<file path="src/hdl/rpr_pkg.sv">
// rpr_pkg: types, character codes and helpers shared by the packet receiver.
// No dependencies; imported by rpr_parser, rpr_resolver and ring_packet_receiver.
`timescale 1ns / 1ps

package rpr_pkg;

  localparam int ADDR_W = 11;
  localparam int MAG_W  = 16;

  // framing and header characters
  localparam logic [7:0] CH_DOLLAR = 8'h24;
  localparam logic [7:0] CH_BAR    = 8'h7C;
  localparam logic [7:0] CH_STAR   = 8'h2A;
  localparam logic [7:0] CH_NL     = 8'h0A;
  localparam logic [7:0] CH_MINUS  = 8'h2D;
  localparam logic [7:0] CH_S      = 8'h53;
  localparam logic [7:0] CH_R      = 8'h52;
  localparam logic [7:0] CH_N      = 8'h4E;
  localparam logic [7:0] CH_ZERO   = 8'h30;
  localparam logic [7:0] CH_NINE   = 8'h39;
  localparam logic [7:0] CH_UPPER_F = 8'h46;
  localparam logic [7:0] CH_SEVEN  = 8'h37;
  localparam logic [7:0] CH_UPPER_W = 8'h57;

  // byte positions inside a packet
  localparam logic [7:0] POS_HDR_FIRST = 8'd1;
  localparam logic [7:0] POS_HDR_LAST  = 8'd3;
  localparam logic [7:0] POS_DST_SIGN  = 8'd5;
  localparam logic [7:0] POS_DST_D100  = 8'd6;
  localparam logic [7:0] POS_DST_D10   = 8'd7;
  localparam logic [7:0] POS_DST_D1    = 8'd8;
  localparam logic [7:0] POS_SRC_SIGN  = 8'd10;
  localparam logic [7:0] POS_SRC_D100  = 8'd11;
  localparam logic [7:0] POS_SRC_D10   = 8'd12;
  localparam logic [7:0] POS_SRC_D1    = 8'd13;

  // packet status codes
  localparam logic [1:0] ST_ACCEPTED = 2'd0;
  localparam logic [1:0] ST_INVALID  = 2'd1;
  localparam logic [1:0] ST_OVERFLOW = 2'd2;

  // destination classes
  localparam logic [1:0] CL_LOCAL      = 2'd0;
  localparam logic [1:0] CL_BROADCAST  = 2'd1;
  localparam logic [1:0] CL_CONTROLLER = 2'd2;
  localparam logic [1:0] CL_FORWARD    = 2'd3;

  // configuration register indexes
  localparam logic [1:0] REG_LOCAL      = 2'd0;
  localparam logic [1:0] REG_BROADCAST  = 2'd1;
  localparam logic [1:0] REG_CONTROLLER = 2'd2;

  localparam logic signed [ADDR_W-1:0] LOCAL_RST      = 11'sd0;
  localparam logic signed [ADDR_W-1:0] BROADCAST_RST  = 11'sd999;
  localparam logic signed [ADDR_W-1:0] CONTROLLER_RST = -11'sd999;

  // hop limits
  localparam logic signed [MAG_W-1:0] HOP_LO = -16'sd998;
  localparam logic signed [MAG_W-1:0] HOP_HI = 16'sd998;

  // finished packet handed from parser to resolver
  typedef struct packed {
    logic [1:0]       status;
    logic             dest_negative;
    logic [MAG_W-1:0] dest_magnitude;
    logic             source_negative;
    logic [MAG_W-1:0] source_magnitude;
  } rpr_event_t;

  function automatic logic [7:0] hex_value(input logic [7:0] b);
    logic [7:0] v;
    if (b <= CH_NINE) begin
      v = b - CH_ZERO;
    end else if (b <= CH_UPPER_F) begin
      v = b - CH_SEVEN;
    end else begin
      v = b - CH_UPPER_W;
    end
    return v;
  endfunction

  // acc + weight * (b - '0'), wrapping at 16 bits
  function automatic logic [MAG_W-1:0] add_digit(input logic [MAG_W-1:0] acc,
                                                 input logic [7:0] b,
                                                 input logic [MAG_W-1:0] weight);
    logic [MAG_W-1:0] d;
    logic [MAG_W-1:0] p;
    d = {8'd0, b} - {8'd0, CH_ZERO};
    p = d * weight;
    return acc + p;
  endfunction

endpackage

</file>
<file path="src/hdl/rpr_parser.sv">
// rpr_parser: per-byte framing, checksum and field collection; registers one
// event per finished packet. Depends on rpr_pkg.
`timescale 1ns / 1ps

module rpr_parser import rpr_pkg::*; #(
  parameter int MAX_PACKET_LEN = 64
) (
  input  logic       clk,
  input  logic       rst,
  input  logic       in_accept,
  input  logic [7:0] rx_byte,
  input  logic       ev_ready,
  output logic       ev_valid,
  output rpr_event_t ev
);

  localparam logic [7:0] STOP_POS = 8'(MAX_PACKET_LEN - 3);
  localparam logic [7:0] LAST_POS = 8'(MAX_PACKET_LEN - 1);

  logic             rx_mode;
  logic [7:0]       byte_count;
  logic [7:0]       running_sum;
  logic             sum_stopped;
  logic             star_seen;
  logic [1:0]       hex_digit_count;
  logic [7:0]       received_check;
  logic             header_ok;
  logic             dest_negative;
  logic [MAG_W-1:0] dest_magnitude;
  logic             source_negative;
  logic [MAG_W-1:0] source_magnitude;

  logic [7:0]       running_sum_next;
  logic             sum_stopped_next;
  logic             star_seen_next;
  logic [1:0]       hex_digit_count_next;
  logic [7:0]       received_check_next;
  logic             header_ok_next;
  logic             dest_negative_next;
  logic [MAG_W-1:0] dest_magnitude_next;
  logic             source_negative_next;
  logic [MAG_W-1:0] source_magnitude_next;

  logic       is_nl;
  logic       check_ok;
  logic       overflow;
  logic [7:0] hdr_char;

  always_comb begin
    is_nl = (rx_byte == CH_NL);

    unique case (byte_count)
      8'd1:    hdr_char = CH_S;
      8'd2:    hdr_char = CH_R;
      default: hdr_char = CH_N;
    endcase
    header_ok_next = header_ok;
    if (byte_count >= POS_HDR_FIRST && byte_count <= POS_HDR_LAST && rx_byte != hdr_char) begin
      header_ok_next = 1'b0;
    end

    dest_negative_next    = dest_negative;
    dest_magnitude_next   = dest_magnitude;
    source_negative_next  = source_negative;
    source_magnitude_next = source_magnitude;
    case (byte_count)
      POS_DST_SIGN: dest_negative_next  = (rx_byte == CH_MINUS);
      POS_DST_D100: dest_magnitude_next = add_digit(dest_magnitude, rx_byte, 16'd100);
      POS_DST_D10:  dest_magnitude_next = add_digit(dest_magnitude, rx_byte, 16'd10);
      POS_DST_D1:   dest_magnitude_next = add_digit(dest_magnitude, rx_byte, 16'd1);
      POS_SRC_SIGN: source_negative_next  = (rx_byte == CH_MINUS);
      POS_SRC_D100: source_magnitude_next = add_digit(source_magnitude, rx_byte, 16'd100);
      POS_SRC_D10:  source_magnitude_next = add_digit(source_magnitude, rx_byte, 16'd10);
      POS_SRC_D1:   source_magnitude_next = add_digit(source_magnitude, rx_byte, 16'd1);
      default: ;
    endcase

    received_check_next  = received_check;
    hex_digit_count_next = hex_digit_count;
    if (star_seen && hex_digit_count != 2'd2) begin
      received_check_next  = {received_check[3:0], 4'h0} + hex_value(rx_byte);
      hex_digit_count_next = hex_digit_count + 2'd1;
    end

    running_sum_next = running_sum;
    sum_stopped_next = sum_stopped;
    star_seen_next   = star_seen;
    if (!sum_stopped) begin
      if (rx_byte == CH_STAR) begin
        star_seen_next   = 1'b1;
        sum_stopped_next = 1'b1;
      end else if (byte_count >= STOP_POS) begin
        sum_stopped_next = 1'b1;
      end else if (rx_byte != CH_BAR) begin
        running_sum_next = running_sum + rx_byte;
      end
    end

    check_ok = header_ok_next && star_seen && hex_digit_count == 2'd2 &&
               received_check == running_sum;
    overflow = (byte_count >= LAST_POS);
  end

  always_ff @(posedge clk) begin
    if (rst) begin
      rx_mode          <= 1'b0;
      byte_count       <= 8'd0;
      running_sum      <= 8'd0;
      sum_stopped      <= 1'b0;
      star_seen        <= 1'b0;
      hex_digit_count  <= 2'd0;
      received_check   <= 8'd0;
      header_ok        <= 1'b1;
      dest_negative    <= 1'b0;
      dest_magnitude   <= '0;
      source_negative  <= 1'b0;
      source_magnitude <= '0;
    end else if (in_accept) begin
      if (!rx_mode) begin
        if (rx_byte == CH_DOLLAR) begin
          rx_mode          <= 1'b1;
          byte_count       <= 8'd1;
          running_sum      <= CH_DOLLAR;
          sum_stopped      <= 1'b0;
          star_seen        <= 1'b0;
          hex_digit_count  <= 2'd0;
          received_check   <= 8'd0;
          header_ok        <= 1'b1;
          dest_negative    <= 1'b0;
          dest_magnitude   <= '0;
          source_negative  <= 1'b0;
          source_magnitude <= '0;
        end
      end else begin
        // on newline only the field registers matter; the rest is cleared at next '$'
        byte_count       <= byte_count + 8'd1;
        running_sum      <= running_sum_next;
        sum_stopped      <= sum_stopped_next;
        star_seen        <= star_seen_next;
        hex_digit_count  <= hex_digit_count_next;
        received_check   <= received_check_next;
        header_ok        <= header_ok_next;
        dest_negative    <= dest_negative_next;
        dest_magnitude   <= dest_magnitude_next;
        source_negative  <= source_negative_next;
        source_magnitude <= source_magnitude_next;
        if (is_nl || overflow) begin
          rx_mode <= 1'b0;
        end
      end
    end
  end

  // event register; upstream only accepts when it is free or draining
  always_ff @(posedge clk) begin
    if (rst) begin
      ev_valid <= 1'b0;
    end else begin
      if (ev_ready) begin
        ev_valid <= 1'b0;
      end
      if (in_accept && rx_mode && (is_nl || overflow)) begin
        ev_valid <= 1'b1;
      end
    end
  end

  always_ff @(posedge clk) begin
    if (in_accept && rx_mode && (is_nl || overflow)) begin
      ev.status           <= is_nl ? (check_ok ? ST_ACCEPTED : ST_INVALID) : ST_OVERFLOW;
      ev.dest_negative    <= dest_negative_next;
      ev.dest_magnitude   <= dest_magnitude_next;
      ev.source_negative  <= source_negative_next;
      ev.source_magnitude <= source_magnitude_next;
    end
  end

endmodule

</file>
<file path="src/hdl/rpr_resolver.sv">
// rpr_resolver: hop adjustment and destination classing of a finished packet,
// held in the output register. Depends on rpr_pkg.
`timescale 1ns / 1ps

module rpr_resolver import rpr_pkg::*; (
  input  logic                     clk,
  input  logic                     rst,
  input  logic                     ev_valid,
  input  rpr_event_t               ev,
  output logic                     ev_ready,
  input  logic signed [ADDR_W-1:0] local_address,
  input  logic signed [ADDR_W-1:0] broadcast_address,
  input  logic signed [ADDR_W-1:0] controller_address,
  output logic                     m_tvalid,
  input  logic                     m_tready,
  output logic [39:0]              m_tdata
);

  logic signed [MAG_W-1:0] dst;
  logic signed [MAG_W-1:0] src;
  logic signed [MAG_W-1:0] dst_adj;
  logic signed [MAG_W-1:0] src_adj;
  logic [1:0]              dest_class;
  logic [39:0]             result;

  assign ev_ready = !m_tvalid || m_tready;

  always_comb begin
    dst = ev.dest_negative   ? -$signed(ev.dest_magnitude)   : $signed(ev.dest_magnitude);
    src = ev.source_negative ? -$signed(ev.source_magnitude) : $signed(ev.source_magnitude);
    dst_adj = (dst > HOP_LO && dst <= HOP_HI) ? dst - 16'sd1 : dst;
    src_adj = (src >= HOP_LO && src < HOP_HI) ? src + 16'sd1 : src;

    if (dst_adj == MAG_W'(local_address)) begin
      dest_class = CL_LOCAL;
    end else if (dst_adj == MAG_W'(broadcast_address)) begin
      dest_class = CL_BROADCAST;
    end else if (dst_adj == MAG_W'(controller_address)) begin
      dest_class = CL_CONTROLLER;
    end else begin
      dest_class = CL_FORWARD;
    end

    if (ev.status == ST_ACCEPTED) begin
      result = {4'd0, src_adj, dst_adj, dest_class, ev.status};
    end else begin
      result = {38'd0, ev.status};
    end
  end

  always_ff @(posedge clk) begin
    if (rst) begin
      m_tvalid <= 1'b0;
    end else if (ev_ready) begin
      m_tvalid <= ev_valid;
    end
  end

  always_ff @(posedge clk) begin
    if (ev_ready && ev_valid) begin
      m_tdata <= result;
    end
  end

endmodule

</file>
<file path="src/hdl/ring_packet_receiver.sv">
// ring_packet_receiver: top level; address registers, parser and resolver.
// Depends on rpr_pkg, rpr_parser, rpr_resolver.
//
//   channel  dir  handshake            payload
//   s_*      in   s_tvalid/s_tready    s_tdata[7:0]  rx_byte
//   m_*      out  m_tvalid/m_tready    m_tdata[39:0] status, class, new_dest, new_source
//   cfg_*    in   cfg_we               cfg_index, cfg_wdata
//
// One byte is taken every cycle while s_tready is high. A packet's result reaches m_*
// after the byte that ends it (newline or length limit) by way of the parser event
// register, then the resolver output register.
// Reset returns the parser to scanning and the addresses to 0, 999, -999.
// s_tready drops only when both the event and output registers are full and
// m_tready is low.
`timescale 1ns / 1ps

module ring_packet_receiver import rpr_pkg::*; #(
  parameter int MAX_PACKET_LEN = 64
) (
  input  logic              clk,
  input  logic              rst,
  input  logic              s_tvalid,
  output logic              s_tready,
  input  logic [7:0]        s_tdata,   // [7:0] rx_byte
  output logic              m_tvalid,
  input  logic              m_tready,
  output logic [39:0]       m_tdata,   // [1:0] packet_status, [3:2] dest_class,
                                       // [19:4] new_dest, [35:20] new_source
  input  logic              cfg_we,
  input  logic [1:0]        cfg_index,
  input  logic [ADDR_W-1:0] cfg_wdata
);

  logic signed [ADDR_W-1:0] local_address;
  logic signed [ADDR_W-1:0] broadcast_address;
  logic signed [ADDR_W-1:0] controller_address;

  logic       in_accept;
  logic       ev_valid;
  logic       ev_ready;
  rpr_event_t ev;

  assign s_tready  = !ev_valid || ev_ready;
  assign in_accept = s_tvalid && s_tready;

  always_ff @(posedge clk) begin
    if (rst) begin
      local_address      <= LOCAL_RST;
      broadcast_address  <= BROADCAST_RST;
      controller_address <= CONTROLLER_RST;
    end else if (cfg_we) begin
      unique case (cfg_index)
        REG_LOCAL:      local_address      <= $signed(cfg_wdata);
        REG_BROADCAST:  broadcast_address  <= $signed(cfg_wdata);
        REG_CONTROLLER: controller_address <= $signed(cfg_wdata);
        default: ;
      endcase
    end
  end

  rpr_parser #(
    .MAX_PACKET_LEN(MAX_PACKET_LEN)
  ) u_parser (
    .clk      (clk),
    .rst      (rst),
    .in_accept(in_accept),
    .rx_byte  (s_tdata),
    .ev_ready (ev_ready),
    .ev_valid (ev_valid),
    .ev       (ev)
  );

  rpr_resolver u_resolver (
    .clk               (clk),
    .rst               (rst),
    .ev_valid          (ev_valid),
    .ev                (ev),
    .ev_ready          (ev_ready),
    .local_address     (local_address),
    .broadcast_address (broadcast_address),
    .controller_address(controller_address),
    .m_tvalid          (m_tvalid),
    .m_tready          (m_tready),
    .m_tdata           (m_tdata)
  );

  // input stalls only when both stages hold a result
  a_stall_only_when_full: assert property (@(posedge clk) disable iff (rst)
    !s_tready |-> (ev_valid && m_tvalid && !m_tready))
    else $error("input stalled with room downstream");

  a_status_code: assert property (@(posedge clk) disable iff (rst)
    m_tvalid |-> (m_tdata[1:0] == ST_ACCEPTED || m_tdata[1:0] == ST_INVALID ||
                  m_tdata[1:0] == ST_OVERFLOW))
    else $error("undefined packet status");

  a_reject_fields_zero: assert property (@(posedge clk) disable iff (rst)
    (m_tvalid && m_tdata[1:0] != ST_ACCEPTED) |-> (m_tdata[39:2] == 38'd0))
    else $error("rejected packet carries nonzero fields");

  a_event_moves: assert property (@(posedge clk) disable iff (rst)
    (ev_valid && ev_ready) |=> m_tvalid)
    else $error("event lost between parser and output register");

endmodule

</file>
<file path="config.mk">
export PLATFORM = sky130hd
export DESIGN_NAME = ring_packet_receiver
export DESIGN_NICKNAME = d
export VERILOG_FILES = /design/src/hdl/rpr_pkg.sv /design/src/hdl/rpr_parser.sv /design/src/hdl/rpr_resolver.sv /design/src/hdl/ring_packet_receiver.sv
export SDC_FILE = /design/constraint.sdc
export NUM_CORES = 1
export LEC_CHECK = 0
export ABC_CLOCK_PERIOD_IN_PS = 5200
export BUFFER_PORTS_ARGS = -buffer_cell sky130_fd_sc_hd__buf_4
export CAP_MARGIN = 25
export CORE_MARGIN = 4
export CORE_UTILIZATION = 50
export CTS_CLUSTER_DIAMETER = 30
export DETAILED_ROUTE_END_ITERATION = 16
export PLACE_DENSITY = 0.8
export SYNTH_ARGS = -nofsm -noshare
export SYNTH_HDL_FRONTEND = slang
export SYNTH_HIERARCHICAL = 1
export SYNTH_SLANG_ARGS = --single-unit
</file>
<file path="constraint.sdc">
create_clock -name clk -period 5.2 [get_ports clk]
set_input_delay 1.3 -clock clk [delete_from_list [all_inputs] [get_ports clk]]
set_output_delay 1.3 -clock clk [all_outputs]
set_load 0.05 [all_outputs]
</file>
* Word level (Yosys, flattened, before mapping)
Index checks and enable logic that the tools add are counted.
Cells by class: $add $sub $neg 18, $mul 2, $lt $le $gt $ge 10, equal/unequal tests 30, mux-type cells 50, bitwise operators 1, reduce and logical (&&, ||, !) cells 30
Operator list (number):
- $mux W16 | 7
- $mux W8 | 14
- $add A16 B16 Y16 | 6
- $pmux W16 S3 | 2
- $eq A16 B11 Y1 | 3
- $eq A8 B4 Y1 const B | 6
- $neg A16 Y16 | 2
- $eq A8 B3 Y1 const B | 3
- $eq A8 B6 Y1 const B | 3
- $mux W1 | 22
- $add A16 B2 Y16 const B | 1
- $add A8 B8 Y8 | 2
- $ge A16 B11 Y1 const B | 1
- $ge A8 B6 Y1 const B | 2
- $gt A16 B11 Y1 const B | 1
- $le A16 B11 Y1 const B | 1
- $lt A16 B11 Y1 const B | 1
- $mul A16 B3 Y15 const B | 1
- $mul A16 B5 Y14 const B | 1
- $sub A16 B2 Y16 const B | 1
- $sub A8 B6 Y8 const B | 2
- $ne A2 B2 Y1 const B | 7
- $logic_and A1 B1 Y1 | 12
- $pmux W5 S2 | 1
- other kinds (27) | 39
Storage, ports and cells: flip-flop bits (word level) 175, bits of input ports 26, output and inout bits 42, logic and storage cells 167

* Longest topological paths before layout
depth after elaboration 9, mapped depth 24, gate-level depth less buffers 24

* Hierarchy
The synthesis kept the hierarchy.
Modules (own cells, without submodules):
- rpr_parser | times used 1, cells each 1213, area each 10268.6 um2, sequential area each 2382.3 um2
- rpr_resolver | times used 1, cells each 445, area each 3857.4 um2, sequential area each 1101.1 um2
- ring_packet_receiver | times used 1, cells each 136, area each 1376.3 um2, sequential area each 660.6 um2

* Least setup slack after synthesis
OpenSTA, ideal clock, no wires.
path type input to register, from input port s_tdata[4], to register, netlist name u_parser/ev[14], setup time 0.256 ns, data arrival time 5.370 ns, slack -0.426 ns, stages 20, path buffers 1, cell sequence clkbuf_1 > inv_1 > ha_1 > ha_1 > ha_1 > inv_1 > fa_1 > inv_1 > ha_1 > xnor2_1 > ha_1 > and3_1 > a221oi_1 > o21ai_0 > a31oi_1 > xnor2_1 > a21oi_1 > o31ai_1 > nor3_1 > nor2_1
Between the ends: word-level cells in the longest chain between the ends 4
RTL lines:
- start, declared | RTL line ring_packet_receiver.sv:24 | input logic [7:0] s_tdata,
- $sub A8 B6 Y9 (*) | RTL line rpr_pkg.sv:88 | d = {8'd0, b} - {8'd0, CH_ZERO};
- $mul A16 B3 Y15 / $mul A16 B5 Y14 (equally long branches) | RTL line rpr_pkg.sv:89 | p = d * weight;
- $add A16 B16 Y16 | RTL line rpr_pkg.sv:90 | return acc + p;
- $pmux W16 S3 (*) | RTL line rpr_parser.sv:66 | case (byte_count)
- via u_parser.source_magnitude_next[14] | RTL line rpr_parser.sv:42 | logic [MAG_W-1:0] source_magnitude_next;
Mark *: on every way through the listed nets, which the timed path passes. The rest lies on a longest branch. A chain may end at the register's enable or synchronous reset.

* Final worst setup path
from input port s_tdata[4], to register u_parser.dest_magnitude[15]
Between the ends: word-level cells in the longest chain between the ends 5
RTL lines:
- $sub A8 B6 Y9 | RTL line rpr_pkg.sv:88
- $mul A16 B3 Y15 / $mul A16 B5 Y14 (equally long branches) | RTL line rpr_pkg.sv:89
- $add A16 B16 Y16 | RTL line rpr_pkg.sv:90
- $pmux W16 S3 | RTL line rpr_parser.sv:66
- $mux W16 | RTL line rpr_parser.sv:119 | if (!rx_mode) begin
- end signal, assigned | RTL line rpr_parser.sv:144 | dest_magnitude <= dest_magnitude_next;
- end, declared | RTL line rpr_parser.sv:29 | logic [MAG_W-1:0] dest_magnitude;
Parallel ways exist; a longest one is shown, timed or not.

==> qor.yml <==
syn_avg_cell_area_um2: 8.64
synth_top_flop_cell: "dfxtp_1"
grt_max_degree: 84
gr-total-overflow: 0
worstSetupStartpoint: "s_tdata[4]"
ant_nets: 0
drc_errors: 0
synth.most_common_cell: "nor2_1"
cts_tree: "built"
hold_path_class: "flip-flop to flip-flop"
crit_arrival_ns: 5.38
asyncSetResetFlopFracSynth_pct: 0
power_frac_seq_pct: 33.4
peakVddDrop_v: 0.000201
holdCritStartpoint: "u_parser/ev[34]"
crit_fanout: 5
synth_warnings: 6
design.core.area_um2: 30600
diodes: 0
synth_top_family_by_area: "compound AO/OA/AOI/OAI gates"
drtPass1Iterations: 6
muxShareOfSynthArea_pct: 2.79
htree_levels: 4
final_layout_size_suffix_gt1_share_pct: 16.4
synth_fa_ha_area_share_pct: 15.1
die_area_um2: 33900
power_density_nw_per_um2: 232
ys_seq_area_share_pct: 26.7
crit_type: "primary input to flip-flop"
rows: 64
synth_area_leaders: "edfxtp_1 (14%), ha_1 (13%), dfxtp_1 (13%), xnor2_1 (7.5%), a21oi_1 (4.3%)"
drt-total-wl_mm: 45.8
cts.sinks: 171
power.net_switching_w: 0.00142
cts_hold_buf: 0
cap_viol_max_count: 0
io_pins: 68
synth-xor-area-share_pct: 11.5
hpwl_mm: 35.0
grt_pass1_wl_mm: 71.4
skew_ns: 0.0184
numPortBuffers: 63
multiInputGateArea_um2: 11000
status: "completed"
insertion_delay_ns: 0.44
register_area_um2: 4140
hold_violations: 0
post_dp_cell_area_um2: 17400
root_buffer: "clkbuf_16"
grt_pass1_vias: 14000
tightest_slew_ns: 0.985
yosys-top-cells-count: "nor2_1 (174), ha_1 (160), a21oi_1 (134)"
initial_core_util_pct: 50.7
syn_area_um2: 15500
p_leak_nw: 7.67
setup_viol: 0
synth-compound-area-share_pct: 20.8
die_w_um: 184
vias: 14700
drv_slew: 0
place.gp.congestion: 0.984
nets: 2169
timing.rr.start: "u_parser/ev[19]"
grt_usage_pct: 25.9
n_fill_cell: 2584
clk_pin_slew_ns: 0.08
p_sw_share_pct: 33.8
synth_top_area_share_pct: 13.9
intPower_w: 0.00278
synth_cell_types: 97
cts_max_path_buffers: 2
end_kind: "flip-flop"
viasPerCell: 6.19
finalPower_w: 0.00420
numCtsBuffers: 17
synth_cells: 1794
synthSimpleGateAreaFrac_pct: 19.0
wire_per_inst_um: 19.3
finalCritPeriodShare_pct: 97.8
power.share.clock_pct: 30.4
final_area_um2: 18100
synth_seq_cells: 171
antenna_found_initial: 0
drt_iter0_drc: 1545
max_clock_freq_mhz: 197
required_ns: 5.49
critPathLaunchType: "primary input"
die-height_um: 184
synth_top_cell_by_area: "edfxtp_1"
fin_crit_ns: 5.09
slew_headroom_pct: 34.0
synth_edf_count: 72
p_comb_share_pct: 36.2
syn2layout_area_growth_pct: 16.9
per-stage QoR:
| stage | cells | TNS [ns] | setup WS (ns) | util [%] | hold WS, ns |
|---|---|---|---|---|---|
| after floorplan | 1797 | 0 | 0.000655 | - | 0.434 |
| final | 2375 | 0 | 0.113 | 59.2 | 0.472 |
| after global placement | 2341 | -2.88 | -0.308 | 56.7 | 0.443 |
| after global routing | 2375 | -0.309 | -0.101 | 59.2 | 0.491 |
| after CTS | 2373 | 0 | 0.0296 | 58.6 | 0.473 |
| after detailed placement | 2341 | -4.51 | -0.374 | 56.7 | 0.459 |
logic make-up after synthesis:
| group | Yosys count |
|---|---|
| fa+ha+maj | 177 |
| compound gates | 477 |
| buf+inv | 144 |
| mux | 43 |
| flops | 171 |
| simple gates | 587 |
| xor+xnor | 194 |
| other cells | 1 |
sequential cells by signal, summed over array words and instances, names as in the netlist, 2 cells and up:
signal,flops
broadcast_address,11
controller_address,11
local_address,11
u_parser/byte_count,8
u_parser/dest_magnitude,16
u_parser/ev,36
u_parser/hex_digit_count,2
u_parser/received_check,8
u_parser/running_sum,8
u_parser/source_magnitude,16
u_resolver/m_tdata,36
power groups by stage:
| stage | clock network (W) | logic, W | registers (W) |
|---|---|---|---|
| floorplan | 0 | 0.000799 | 0.00143 |
| global placement | 0 | 0.00133 | 0.00143 |
| detailed placement | 0 | 0.00138 | 0.00143 |
| CTS | 0.00129 | 0.00139 | 0.00140 |
| finish | 0.00128 | 0.00152 | 0.00140 |
| global route | 0.00133 | 0.00163 | 0.00140 |
critical path, cell delays in order:
cell      delay (ns)
buf_4           0.14
buf_4           0.13
ha_1            0.27
ha_1            0.33
fa_1            0.47
ha_1            0.31
buf_4           0.15
o21ai_1         0.10
nand2_2         0.13
a21oi_2         0.15
nor2b_1         0.07
o21ai_0         0.19
nand2b_1        0.12
a21oi_2         0.18
xnor2_2         0.10
ha_1            0.36
a21oi_2         0.13
o21ai_1         0.08
xnor2_1         0.22
o221ai_2        0.14
o221ai_1        0.20
a21oi_1         0.09
path summary, 6_finish.rpt:
kind                                      end  slack, ns  depth (start not counted)
setup / recovery  u_parser/dest_magnitude[15]       0.11                         22
hold / removal          u_resolver/m_tdata[0]       0.47                          0
setup reg to reg        u_resolver/m_tdata[3]       0.31                         11
hold reg to reg         u_resolver/m_tdata[0]       0.47                          0
cells in the final DEF, fill, tap and decap left out, types with 54 or more instances in the layout:
| master | netlist | layout |
|---|---|---|
| buf_4 | 9 | 222 |
| nor2_1 | 174 | 173 |
| ha_1 | 160 | 153 |
| a21oi_1 | 134 | 128 |
| xnor2_1 | 132 | 127 |
| nand2_1 | 122 | 121 |
| dfxtp_1 | 99 | 99 |
| edfxtp_1 | 72 | 72 |
| inv_1 | 71 | 70 |
| o21ai_0 | 64 | 56 |
| xor2_1 | 56 | 54 |
timing repair:
action | 4_1_cts | 5_1_grt
resized for setup | 0 | 32
setup endpoints to repair | 0 | 13
setup buffers | 0 | 1
metal layers:
layer	GRT usage (%)	part of all wire, %
met1	34.9	42
met2	42.1	45
met3	4.39	9.2
met4	9.41	3.5
met5	0	0
layout make-up:
class	instances	share of cell area, %
multi-input cells	1482	60.5
flip-flops and latches	171	22.9
repair buffers	222	9.20
well taps	396	2.74
clock buffers	17	2.35
inverters	72	1.52
clock inverters	15	0.815
Note: power is estimated with default switching activity, not from simulation.
